--- src/hw/rtl/adt_pkg.sv ---
// ---------------------------------------------------------------------------
// adt_pkg
// Types and codes of the advertisement dedupe table
// ---------------------------------------------------------------------------
package adt_pkg;

   // request command codes; the unused code behaves as a read
   localparam logic [1:0] CMD_REPORT = 2'd0;
   localparam logic [1:0] CMD_READ   = 2'd1;
   localparam logic [1:0] CMD_CLEAR  = 2'd2;

   // capacity register after reset
   localparam logic [6:0] CAP_RESET = 7'd64;

   // duplicate counter saturation value
   localparam logic [15:0] DUP_MAX = 16'hFFFF;

   // response status codes
   typedef enum logic [2:0] {
      STAT_NEW      = 3'd0,
      STAT_DUP      = 3'd1,
      STAT_DROP     = 3'd2,
      STAT_RD_OK    = 3'd3,
      STAT_RD_EMPTY = 3'd4,
      STAT_CLEARED  = 3'd5
   } status_type;

   // one table entry
   typedef struct packed {
      logic [47:0] address;
      logic [1:0]  kind;
      logic [7:0]  level;
   } entry_type;

   // sequencer states
   typedef enum logic [1:0] {
      SEQ_IDLE,
      SEQ_SCAN,
      SEQ_READ,
      SEQ_DONE
   } seq_state_type;

endpackage

--- src/hw/rtl/adt_table.sv ---
// ---------------------------------------------------------------------------
// adt_table
// Entry storage: one write port, one read port with registered data
// ---------------------------------------------------------------------------
module adt_table import adt_pkg::*; #(
   parameter int DEPTH = 64,
   parameter int AW    = 6
) (
   input  logic            clock,
   input  logic            wr_en,
   input  logic [AW-1:0]   wr_addr,
   input  entry_type       wr_entry,
   input  logic [AW-1:0]   rd_addr,
   output entry_type       rd_entry
);

   entry_type entries_ff [DEPTH];
   entry_type rd_entry_ff;

   // write port
   always_ff @(posedge clock) begin
      if (wr_en) begin
         entries_ff[wr_addr] <= wr_entry;
      end
   end

   // read port, data in the cycle after the address
   always_ff @(posedge clock) begin
      rd_entry_ff <= entries_ff[rd_addr];
   end

   assign rd_entry = rd_entry_ff;

endmodule

--- src/hw/rtl/adt_cmp.sv ---
// ---------------------------------------------------------------------------
// adt_cmp
// Shared key compare: address and address type of a stored entry
// ---------------------------------------------------------------------------
module adt_cmp import adt_pkg::*; (
   input  entry_type stored,
   input  entry_type key,
   output logic      match
);

   // level takes no part in the match
   assign match = (stored.address == key.address) && (stored.kind == key.kind);

endmodule

--- src/hw/rtl/advert_dedupe_table.sv ---
// ---------------------------------------------------------------------------
// advert_dedupe_table
// Deduplicating table of advertisers seen during one scan
//
//   channel  direction  handshake              payload
//   req      in         req_valid / req_stall  command, address, kind, level, read slot
//   rsp      out        rsp_valid / rsp_stall  status, slot, entry, count, duplicates
//   csr      in         csr_write_enable       capacity
//
// A report walks the held entries through the one compare unit, one entry per
// cycle out of the table read port, until the first match. A read passes
// through the read state, a clear goes straight to done; both wait on a stall.
// One request at a time; req_stall is high from accept until the response is
// loaded into the output register. Synchronous reset empties the table by
// zeroing the fill count; no clearing pass over the storage is needed.
// ---------------------------------------------------------------------------
module advert_dedupe_table import adt_pkg::*; #(
   parameter int TABLE_DEPTH = 64
) (
   input  logic               clock,
   input  logic               reset,
   // request channel
   input  logic               req_valid,
   output logic               req_stall,
   input  logic [1:0]         req_command,
   input  logic [47:0]        req_device_address,
   input  logic [1:0]         req_address_kind,
   input  logic signed [7:0]  req_signal_level,
   input  logic [5:0]         req_read_slot,
   // response channel
   output logic               rsp_valid,
   input  logic               rsp_stall,
   output logic [2:0]         rsp_status,
   output logic [5:0]         rsp_slot,
   output logic [47:0]        rsp_entry_address,
   output logic [1:0]         rsp_entry_kind,
   output logic signed [7:0]  rsp_entry_level,
   output logic [6:0]         rsp_device_count,
   output logic [15:0]        rsp_duplicate_total,
   // capacity register
   input  logic               csr_write_enable,
   input  logic [6:0]         csr_write_data
);

   localparam int IW = (TABLE_DEPTH > 1) ? $clog2(TABLE_DEPTH) : 1;
   localparam int KW = $clog2(TABLE_DEPTH + 1);
   localparam int LW = (KW > 7) ? KW : 7;

   seq_state_type state_ff, state_in;
   logic [6:0]    cap_ff, cap_in;
   entry_type     key_ff, key_in;
   logic [5:0]    rslot_ff, rslot_in;
   logic [KW-1:0] issue_ff, issue_in;
   logic [IW-1:0] cmp_idx_ff, cmp_idx_in;
   logic          cmp_vld_ff, cmp_vld_in;
   logic [KW-1:0] filled_ff, filled_in;
   logic [15:0]   dup_ff, dup_in;
   status_type    res_status_ff, res_status_in;
   logic [5:0]    res_slot_ff, res_slot_in;
   entry_type     res_entry_ff, res_entry_in;
   logic          rsp_valid_ff, rsp_valid_in;
   status_type    rsp_status_ff, rsp_status_in;
   logic [5:0]    rsp_slot_ff, rsp_slot_in;
   entry_type     rsp_entry_ff, rsp_entry_in;
   logic [6:0]    rsp_count_ff, rsp_count_in;
   logic [15:0]   rsp_dup_ff, rsp_dup_in;

   logic          mem_we;
   logic [IW-1:0] mem_waddr;
   entry_type     mem_wdata;
   logic [IW-1:0] mem_raddr;
   entry_type     rd_entry;
   logic          match;

   logic          req_accept;
   logic          out_free;
   logic          hit;
   logic          more;
   logic          scan_end;
   logic          room;
   logic [LW-1:0] eff_cap;

   // storage and the shared compare unit
   adt_table #(.DEPTH(TABLE_DEPTH), .AW(IW)) u_table (
      .clock    (clock),
      .wr_en    (mem_we),
      .wr_addr  (mem_waddr),
      .wr_entry (mem_wdata),
      .rd_addr  (mem_raddr),
      .rd_entry (rd_entry)
   );

   adt_cmp u_cmp (
      .stored (rd_entry),
      .key    (key_ff),
      .match  (match)
   );

   // handshake and scan decisions
   assign req_stall  = (state_ff != SEQ_IDLE);
   assign req_accept = req_valid && !req_stall;
   assign out_free   = !rsp_valid_ff || !rsp_stall;
   assign hit        = (state_ff == SEQ_SCAN) && cmp_vld_ff && match;
   assign more       = (issue_ff < filled_ff);
   assign scan_end   = (state_ff == SEQ_SCAN) && !cmp_vld_ff && !more;
   assign eff_cap    = (LW'(cap_ff) > LW'(TABLE_DEPTH)) ? LW'(TABLE_DEPTH) : LW'(cap_ff);
   assign room       = (LW'(filled_ff) < eff_cap);

   // next state
   always_comb begin
      state_in = state_ff;
      case (state_ff)
         SEQ_IDLE: begin
            if (req_accept) begin
               case (req_command)
                  CMD_REPORT: state_in = SEQ_SCAN;
                  CMD_CLEAR:  state_in = SEQ_DONE;
                  default:    state_in = SEQ_READ;
               endcase
            end
         end
         SEQ_SCAN: begin
            if (hit || scan_end) begin
               state_in = SEQ_DONE;
            end
         end
         SEQ_READ: state_in = SEQ_DONE;
         SEQ_DONE: begin
            if (out_free) begin
               state_in = SEQ_IDLE;
            end
         end
         default: state_in = SEQ_IDLE;
      endcase
   end

   // datapath, table port and result
   always_comb begin
      cap_in        = csr_write_enable ? csr_write_data : cap_ff;
      key_in        = key_ff;
      rslot_in      = rslot_ff;
      issue_in      = issue_ff;
      cmp_idx_in    = cmp_idx_ff;
      cmp_vld_in    = cmp_vld_ff;
      filled_in     = filled_ff;
      dup_in        = dup_ff;
      res_status_in = res_status_ff;
      res_slot_in   = res_slot_ff;
      res_entry_in  = res_entry_ff;
      mem_we        = 1'b0;
      mem_waddr     = cmp_idx_ff;
      mem_wdata     = key_ff;
      mem_raddr     = IW'(req_read_slot);
      case (state_ff)
         SEQ_IDLE: begin
            // latch the request; a read fetches its slot right away
            if (req_accept) begin
               key_in.address = req_device_address;
               key_in.kind    = req_address_kind;
               key_in.level   = req_signal_level;
               rslot_in       = req_read_slot;
               issue_in       = '0;
               cmp_vld_in     = 1'b0;
               if (req_command == CMD_CLEAR) begin
                  filled_in     = '0;
                  dup_in        = '0;
                  res_status_in = STAT_CLEARED;
                  res_slot_in   = '0;
                  res_entry_in  = '0;
               end
            end
         end
         SEQ_SCAN: begin
            mem_raddr = issue_ff[IW-1:0];
            if (hit) begin
               // lowest matching entry takes the new level
               mem_we        = 1'b1;
               mem_waddr     = cmp_idx_ff;
               if (dup_ff != DUP_MAX) begin
                  dup_in = dup_ff + 16'd1;
               end
               res_status_in = STAT_DUP;
               res_slot_in   = 6'(cmp_idx_ff);
               res_entry_in  = '0;
            end else if (scan_end) begin
               // no match: append while below capacity
               res_entry_in = '0;
               if (room) begin
                  mem_we        = 1'b1;
                  mem_waddr     = filled_ff[IW-1:0];
                  filled_in     = filled_ff + KW'(1);
                  res_status_in = STAT_NEW;
                  res_slot_in   = 6'(filled_ff);
               end else begin
                  res_status_in = STAT_DROP;
                  res_slot_in   = '0;
               end
            end else if (more) begin
               issue_in   = issue_ff + KW'(1);
               cmp_idx_in = issue_ff[IW-1:0];
               cmp_vld_in = 1'b1;
            end else begin
               cmp_vld_in = 1'b0;
            end
         end
         SEQ_READ: begin
            res_slot_in = rslot_ff;
            if (LW'(rslot_ff) < LW'(filled_ff)) begin
               res_status_in = STAT_RD_OK;
               res_entry_in  = rd_entry;
            end else begin
               res_status_in = STAT_RD_EMPTY;
               res_entry_in  = '0;
            end
         end
         default: begin
         end
      endcase
   end

   // output register
   always_comb begin
      rsp_valid_in  = rsp_valid_ff;
      rsp_status_in = rsp_status_ff;
      rsp_slot_in   = rsp_slot_ff;
      rsp_entry_in  = rsp_entry_ff;
      rsp_count_in  = rsp_count_ff;
      rsp_dup_in    = rsp_dup_ff;
      if ((state_ff == SEQ_DONE) && out_free) begin
         rsp_valid_in  = 1'b1;
         rsp_status_in = res_status_ff;
         rsp_slot_in   = res_slot_ff;
         rsp_entry_in  = res_entry_ff;
         rsp_count_in  = 7'(filled_ff);
         rsp_dup_in    = dup_ff;
      end else if (!rsp_stall) begin
         rsp_valid_in = 1'b0;
      end
   end

   // control registers
   always_ff @(posedge clock) begin
      if (reset) begin
         state_ff     <= SEQ_IDLE;
         cap_ff       <= CAP_RESET;
         filled_ff    <= '0;
         dup_ff       <= '0;
         cmp_vld_ff   <= 1'b0;
         rsp_valid_ff <= 1'b0;
      end else begin
         state_ff     <= state_in;
         cap_ff       <= cap_in;
         filled_ff    <= filled_in;
         dup_ff       <= dup_in;
         cmp_vld_ff   <= cmp_vld_in;
         rsp_valid_ff <= rsp_valid_in;
      end
   end

   // payload registers
   always_ff @(posedge clock) begin
      key_ff        <= key_in;
      rslot_ff      <= rslot_in;
      issue_ff      <= issue_in;
      cmp_idx_ff    <= cmp_idx_in;
      res_status_ff <= res_status_in;
      res_slot_ff   <= res_slot_in;
      res_entry_ff  <= res_entry_in;
      rsp_status_ff <= rsp_status_in;
      rsp_slot_ff   <= rsp_slot_in;
      rsp_entry_ff  <= rsp_entry_in;
      rsp_count_ff  <= rsp_count_in;
      rsp_dup_ff    <= rsp_dup_in;
   end

   assign rsp_valid           = rsp_valid_ff;
   assign rsp_status          = rsp_status_ff;
   assign rsp_slot            = rsp_slot_ff;
   assign rsp_entry_address   = rsp_entry_ff.address;
   assign rsp_entry_kind      = rsp_entry_ff.kind;
   assign rsp_entry_level     = rsp_entry_ff.level;
   assign rsp_device_count    = rsp_count_ff;
   assign rsp_duplicate_total = rsp_dup_ff;

endmodule

--- config.mk ---
export PLATFORM = sky130hd
export DESIGN_NAME = advert_dedupe_table
export DESIGN_NICKNAME = d
export VERILOG_FILES = /design/src/hw/rtl/adt_pkg.sv /design/src/hw/rtl/adt_table.sv /design/src/hw/rtl/adt_cmp.sv /design/src/hw/rtl/advert_dedupe_table.sv
export SDC_FILE = /design/constraint.sdc
export NUM_CORES = 2
export LEC_CHECK = 0
export BUFFER_PORTS_ARGS = -buffer_cell sky130_fd_sc_hd__buf_4
export CORE_MARGIN = 8
export CORE_UTILIZATION = 60
export DETAILED_ROUTE_END_ITERATION = 7
export PLACE_DENSITY_LB_ADDON = 0.05
export SETUP_SLACK_MARGIN = 0.02
export SYNTH_ARGS = -nofsm -noshare
export SYNTH_HDL_FRONTEND = slang
export SYNTH_SLANG_ARGS = --single-unit
--- constraint.sdc ---
create_clock -name clock -period 11.98 [get_ports clock]
set_clock_uncertainty 0.05 [all_clocks]
set_input_delay 1.198 -clock clock [delete_from_list [all_inputs] [get_ports clock]]
set_output_delay 1.198 -clock clock [all_outputs]
set_load 0.03 [all_outputs]
Word-level counts from Yosys, hierarchy flattened:

Memory sizes are Yosys's and may differ from the RTL's. A register that Yosys moved wholly into a read port is not among the register bits.
Cells that the tools add are included.

* add/subtract/negate cells: 3
* $lt $le $gt $ge: 4
* equal/unequal tests: 20
* muxes and demuxes: 59
* bitwise logic cells: 2
* reduce and logical (&&, ||, !) cells: 27

Operators by type and width (count)
* two-way mux 58 bit: 5
* case mux 58 bit (3 select lines): 1
* two-way mux 7 bit: 10
* two-way mux 16 bit: 4
* two-way mux 6 bit: 10
* == test 48 bit: 1
* case mux 16 bit (2 select lines): 1
* case mux 7 bit (2 select lines): 2
* != test 2 bit (second input constant): 9
* case mux 6 bit (3 select lines): 1
* adder 16 x 1 -> 16 bit (second input constant): 1
* != test 16 bit (second input constant): 1
* two-way mux 3 bit: 5
* adder 7 x 1 -> 7 bit (second input constant): 2
* < comparator 7 bit: 2
* two-way mux 1 bit: 12
* AND reduction 4 bit: 3
* AND reduction 5 bit: 2
* case mux 3 bit (3 select lines): 1
* two-way mux 2 bit: 4
* case mux 2 bit (4 select lines): 1
* > comparator 7 bit (second input constant): 1
* logical AND 1 bit: 7
* < comparator 6 x 7 -> 1 bit: 1
* 16 further kinds: 28

* register bits after elaboration: 268
* bits in writable memories: 3712
* bits of input ports: 78
* output and inout bits: 92
* logic and storage cells: 140
* memories kept: 1

Memory list
* u_table.entries_ff: words 64, width 58, rd ports 1, clocked after memory_dff 1, wr ports 1, line adt_table.sv:17 `entry_type entries_ff [DEPTH];`

Logic depth before layout (Yosys ltp):

* word-level depth: 9
* mapped depth: 11
* gate-level depth less buffers: 10

Cells and area by module:

A second synthesis with hierarchy kept.

* cells, all modules: 6704
* area, all modules: 151965.7 µm²

Modules (own cells, without submodules)
* adt_table: instances 1, cells each 5998, area each 141283.0 µm², seq. area each 112628.0 µm²
* advert_dedupe_table: instances 1, cells each 639, area each 10128.5 µm², seq. area each 7707.4 µm²
* adt_cmp: instances 1, cells each 67, area each 554.3 µm², seq. area each 0.0 µm²

Worst setup path before layout:

OpenSTA, ideal clock, no wires.

* path type: input -> register
* start point: in rsp_stall
* end point: reg rsp_count_ff[0], in the netlist rsp_device_count[0] (enable)
* setup time: 0.675 ns
* arrival time: 7.729 ns
* required time: 11.255 ns
* slack: 3.526 ns
* stages: 1
* path buffers: 0
* cell sequence: a21boi_0

* word-level cells in the longest chain between the ends: 3

Ends and longest elaborated chain
* from (decl): line advert_dedupe_table.sv:32 `input logic rsp_stall,`
* zero test 1 bit
* logical OR 1 bit: line advert_dedupe_table.sv:102 `assign out_free = !rsp_valid_ff || !rsp_stall;`
* logical AND 1 bit: line advert_dedupe_table.sv:229 `if ((state_ff == SEQ_DONE) && out_free) begin`
* to (signal assigned): line advert_dedupe_table.sv:272 `rsp_count_ff <= rsp_count_in;`
* to (decl): line advert_dedupe_table.sv:65 `logic [6:0] rsp_count_ff, rsp_count_in;`

No other way between the ends.
A chain may end at the register's enable or synchronous reset.

Worst setup path after layout:

* start point: reg filled_ff[3]
* end point: mem u_table.entries_ff[63][38] (netlist bit) (enable)

* word-level cells in the longest chain between the ends: 8
* elaborated cells between the ends (all ways): 14
* classes of those cells: order compare: 2; mux: 10; reduce/logical: 2

Ends and longest elaborated chain
* from (decl): line advert_dedupe_table.sv:56 `logic [KW-1:0] filled_ff, filled_in;`
* from (signal assigned): line advert_dedupe_table.sv:253 `filled_ff <= filled_in;`
* < comparator 7 bit: line advert_dedupe_table.sv:104 `assign more = (issue_ff < filled_ff);`
* zero test 1 bit: line advert_dedupe_table.sv:105 `assign scan_end = (state_ff == SEQ_SCAN) && !cmp_vld_ff && !more;`
* logical AND 1 bit: line advert_dedupe_table.sv:105
* two-way mux 1 bit: line advert_dedupe_table.sv:185 `end else if (scan_end) begin`
* two-way mux 1 bit: line advert_dedupe_table.sv:175 `if (hit) begin`
* two-way mux 1 bit: line advert_dedupe_table.sv:154 `case (state_ff)`
* two-way mux 1 bit: line adt_table.sv:22 `if (wr_en) begin`
* two-way mux 1 bit (not written as such): line adt_table.sv:23 `entries_ff[wr_addr] <= wr_entry;`
* to (decl): line adt_table.sv:17

Parallel ways exist; a longest one is shown, timed or not.

==> metrics <==
Final Cell Area=172400 um^2; PostCTS Resize Cnt=0; Critical Path Fanout Max=31; CP startpoint=filled_ff[3]$_SDFFE_PP0P_; die width=520.5 um; Mapped Cells=6603; RD Place Congestion=0.9101; CTS Buf Count=413; Peak VDD IR=179.1 uV; switching pwr=11170 uW; synthesized-area fraction occupied by adder cells=0.001967; Ys Warns=0; worst reg2reg startpoint=filled_ff[3]$_SDFFE_PP0P_; failing checks=max-capacitance violations; compound-cell area share of the yosys netlist=0.01454; crit start category=flip-flop; post-synth net total=6705; Worst-Margin Slew=1.498 ns; Main synth FF type=edfxtp_1; Pleak=0.05535 uW; pin count of the biggest net entering global routing=128; Longest Clk Path Bufs=4; CP Data Required Time=12.52 ns; CTS tree=built; Synth Area in XOR/XNOR=0.002467; antenna violation net count after detailed routing=0; register-to-register setup slack=5.98 ns; initial antenna violation count=45; library cells used by synthesis=64; placed inst area=159300 um^2; hold_buf cts=0; Port Buf Inserts=169; Post-Syn Area=152700 um^2; first-pass GRT wire length=589600 um; GRT Util Overall=0.3146; share of layout cells above drive strength 1=0.2698; Vias/cell=6.959; post-CTS setup buffers=0; Initial Utilization=0.6019; initial detailed-routing violation count=11430; top cells by area, synth=edfxtp_1 78%, mux4_2 14%, mux2i_1 3.1%; Comb power frac=0.223; last element of the critical path=u_table.entries_ff[63][38]$_DFFE_PP_; Clk Latency, worst-skew pair=0.99 ns; Worst Reg-to-Reg Cells=8; Max Clock Freq=0.1667 GHz; pwr dens=221.0 nW/um^2; setup_tns=0 ns; Clock Power Share=0.327; Std-Cell Rows=185; Crit-path slowest cell=nor2_4; mux share of post-synthesis cell area=0.1685; post-synth top area cell=edfxtp_1; Vias=75240; outcome=complete, but fails checks; ratio of final minimum period to clock period=0.5009; Die Area=270900 um^2; # nets final=7191; EDFF count, synth=3946; most frequent cell after synthesis=edfxtp_1; core area=253700 um^2; vias in the first global route=72190; filler cell count=15930; peak per-stage delay on the critical path=1.17 ns; Max Transition Viols Final=0; sw frac=0.2932; Place WS=6.179 ns; Die H=520.5 um; CTS root buffer=clkbuf_16; gr ovfl total=0; I/O pin count=170; Avg WL per Cell=39.82 um; CTS clk-pin slew, worst paths=0.06 ns; largest family of logic cells by synthesized area=multiplexers; Sink Count=4038; Post-synth ARST share=0; part of the Yosys area used for sequential elements=0.7881; data arrival time of the worst path=6.54 ns; max-cap violations=1; Post-Synth Simple-Gate Area=0.01343; kind of critical path=reg -> reg; Sequential Power Share=0.450; post-synth top area share=0.7761; fin util=0.6794; Rel. slew slack=0.001210; Seq cells post-synth=4038; RSZ-0062 raised after global routing=false; Final WS setup=5.980 ns; Post-Route WL=430500 um; P&R area growth vs syn=12.89%; cell-internal power=26930 uW; DR pass1 iterations=6; Final HPWL DP=253000 um; Critical R2R Capture=u_table.entries_ff[63][38]$_DFFE_PP_; crit-path cells=inv_1, ha_1, a311oi_1, a21oi_1, nand2_1, a41oi_2, nor2_4, buf_4; Post-synth top cells=3946 x edfxtp_1, 928 x mux4_2, 478 x mux2i_1; Hold Vio Cnt, Final=0; # DRC=0; final setup vio count=0; fin crit period=6.000 ns; Crit. End Element=flip-flop; Worst Hold Class=in -> reg; Syn Area/Cell=23.12 um^2; H-Tree Level Count=5
[metrics by stage]
step | total power [uW] | hold slack (ns) | instances
floorplan | 22290 | 0.3503 | 6603
global placement | 25780 | 0.3522 | 10040
detailed placement | 25860 | 0.3545 | 10040
CTS | 38180 | 0.2604 | 10790
global route | 39080 | 0.2833 | 10790
finish | 38100 | 0.3309 | 10810
[layer usage]
layer,vias to the layer above,track usage,wire [um]
met5,-,0.004266,337
met4,20,0.1076,16930
met3,732,0.08842,52980
met2,4914,0.4643,195000
met1,40410,0.4614,165300
li1,29160,-,-
[area by class of cell]
class,count,area [um^2],share of cell area
clock inverters,220,2032,0.01179
well taps,3366,4212,0.02443
diodes,24,60.06,0.0003484
clock buffers,527,11000,0.06381
repair buffers,408,3251,0.01886
inverters,37,138.9,0.0008057
multi-input cells,2191,31340,0.1818
flip-flops and latches,4038,120300,0.6981
[power groups by stage]
stage	sequential (uW)	combinational [uW]	clock, uW
final	17100	8490	12500
after global routing	17100	8810	13100
after CTS	17100	8470	12600
after global placement	17400	8370	0
after detailed placement	17400	8450	0
after floorplan	17600	4680	0
[critical path: cells and delay by family, from the launching register on]
kind | cells | cell delay [ns]
AO/OA/AOI/OAI | 3 | 1.46
AND/OR/NAND/NOR | 2 | 1.81
flip-flops | 1 | 0.75
adder cells (fa/ha/maj) | 1 | 0.39
buffers and inverters | 2 | 1.04
[flip-flops by register name, indices dropped and copies added, names as in the netlist, 2 cells and up]
signal and count:
cmp_idx_ff 6, res_slot_ff 6, rsp_status 3, rsp_entry_level 8, u_table.entries_ff 3712, filled_ff 7, rsp_slot 6, state_ff 2
rsp_entry_kind 2, issue_ff 7, cap_ff 7, res_entry_ff 58, rsp_entry_address 48, dup_ff 16, key_ff 58, rsp_device_count 7
res_status_ff 3, rsp_duplicate_total 16, rslot_ff 6, u_table.rd_entry 58
[kinds of logic (layout without fill, tap and decap cells)]
group                    after synthesis  in the layout
adder cells (fa/ha/maj)               24             24
XOR/XNOR                              43             43
multiplexers                        1410           1410
other                                  0             24
AO/OA/AOI/OAI                        346            346
AND/OR/NAND/NOR                      368            368
flip-flops                          4038           4038
buffers and inverters                374           1192
[worst min path at each step]
| stage | start | endpoint | slack [ns] | cells after the start |
|---|---|---|---|---|
| finish | req_device_address[41] | key_ff[51]$_DFFE_PP_ | 0.33 | 1 |
| global route | req_device_address[41] | key_ff[51]$_DFFE_PP_ | 0.28 | 1 |
| CTS | req_device_address[36] | key_ff[46]$_DFFE_PP_ | 0.26 | 1 |
| detailed placement | res_entry_ff[9]$_SDFFCE_PP0P_ | rsp_entry_kind[1]$_DFFE_PP_ | 0.35 | 0 |
| global placement | res_entry_ff[43]$_SDFFCE_PP0P_ | rsp_entry_address[33]$_DFFE_PP_ | 0.35 | 0 |
| floorplan | res_entry_ff[10]$_SDFFCE_PP0P_ | rsp_entry_address[0]$_DFFE_PP_ | 0.35 | 0 |
[cells in the final DEF, fill, tap and decap left out, types with 7 or more instances in the layout]
cell	count
nand2_4	8
mux2i_1	472
inv_1	37
clkbuf_8	15
buf_12	15
inv_6	10
nor2_1	30
nand2_1	32
mux4_2	928
or4_1	69
nor2_4	65
edfxtp_1	3946
o22ai_1	235
dfxtp_1	92
ha_1	24
o21ai_0	20
nand3_1	19
bufinv_16	36
buf_4	393
xnor2_1	23
nand4_1	16
clkinvlp_4	11
clkbuf_16	417
diode_2	24
clkbuf_1	95
and2_1	53
xor2_1	19
a21oi_1	33
nor2b_1	11
and3_1	14
or3_1	13
nor3_1	14
clkinv_1	81
clkinv_2	76
o22a_1	7
Note: power is estimated with default switching activity, not from simulation.
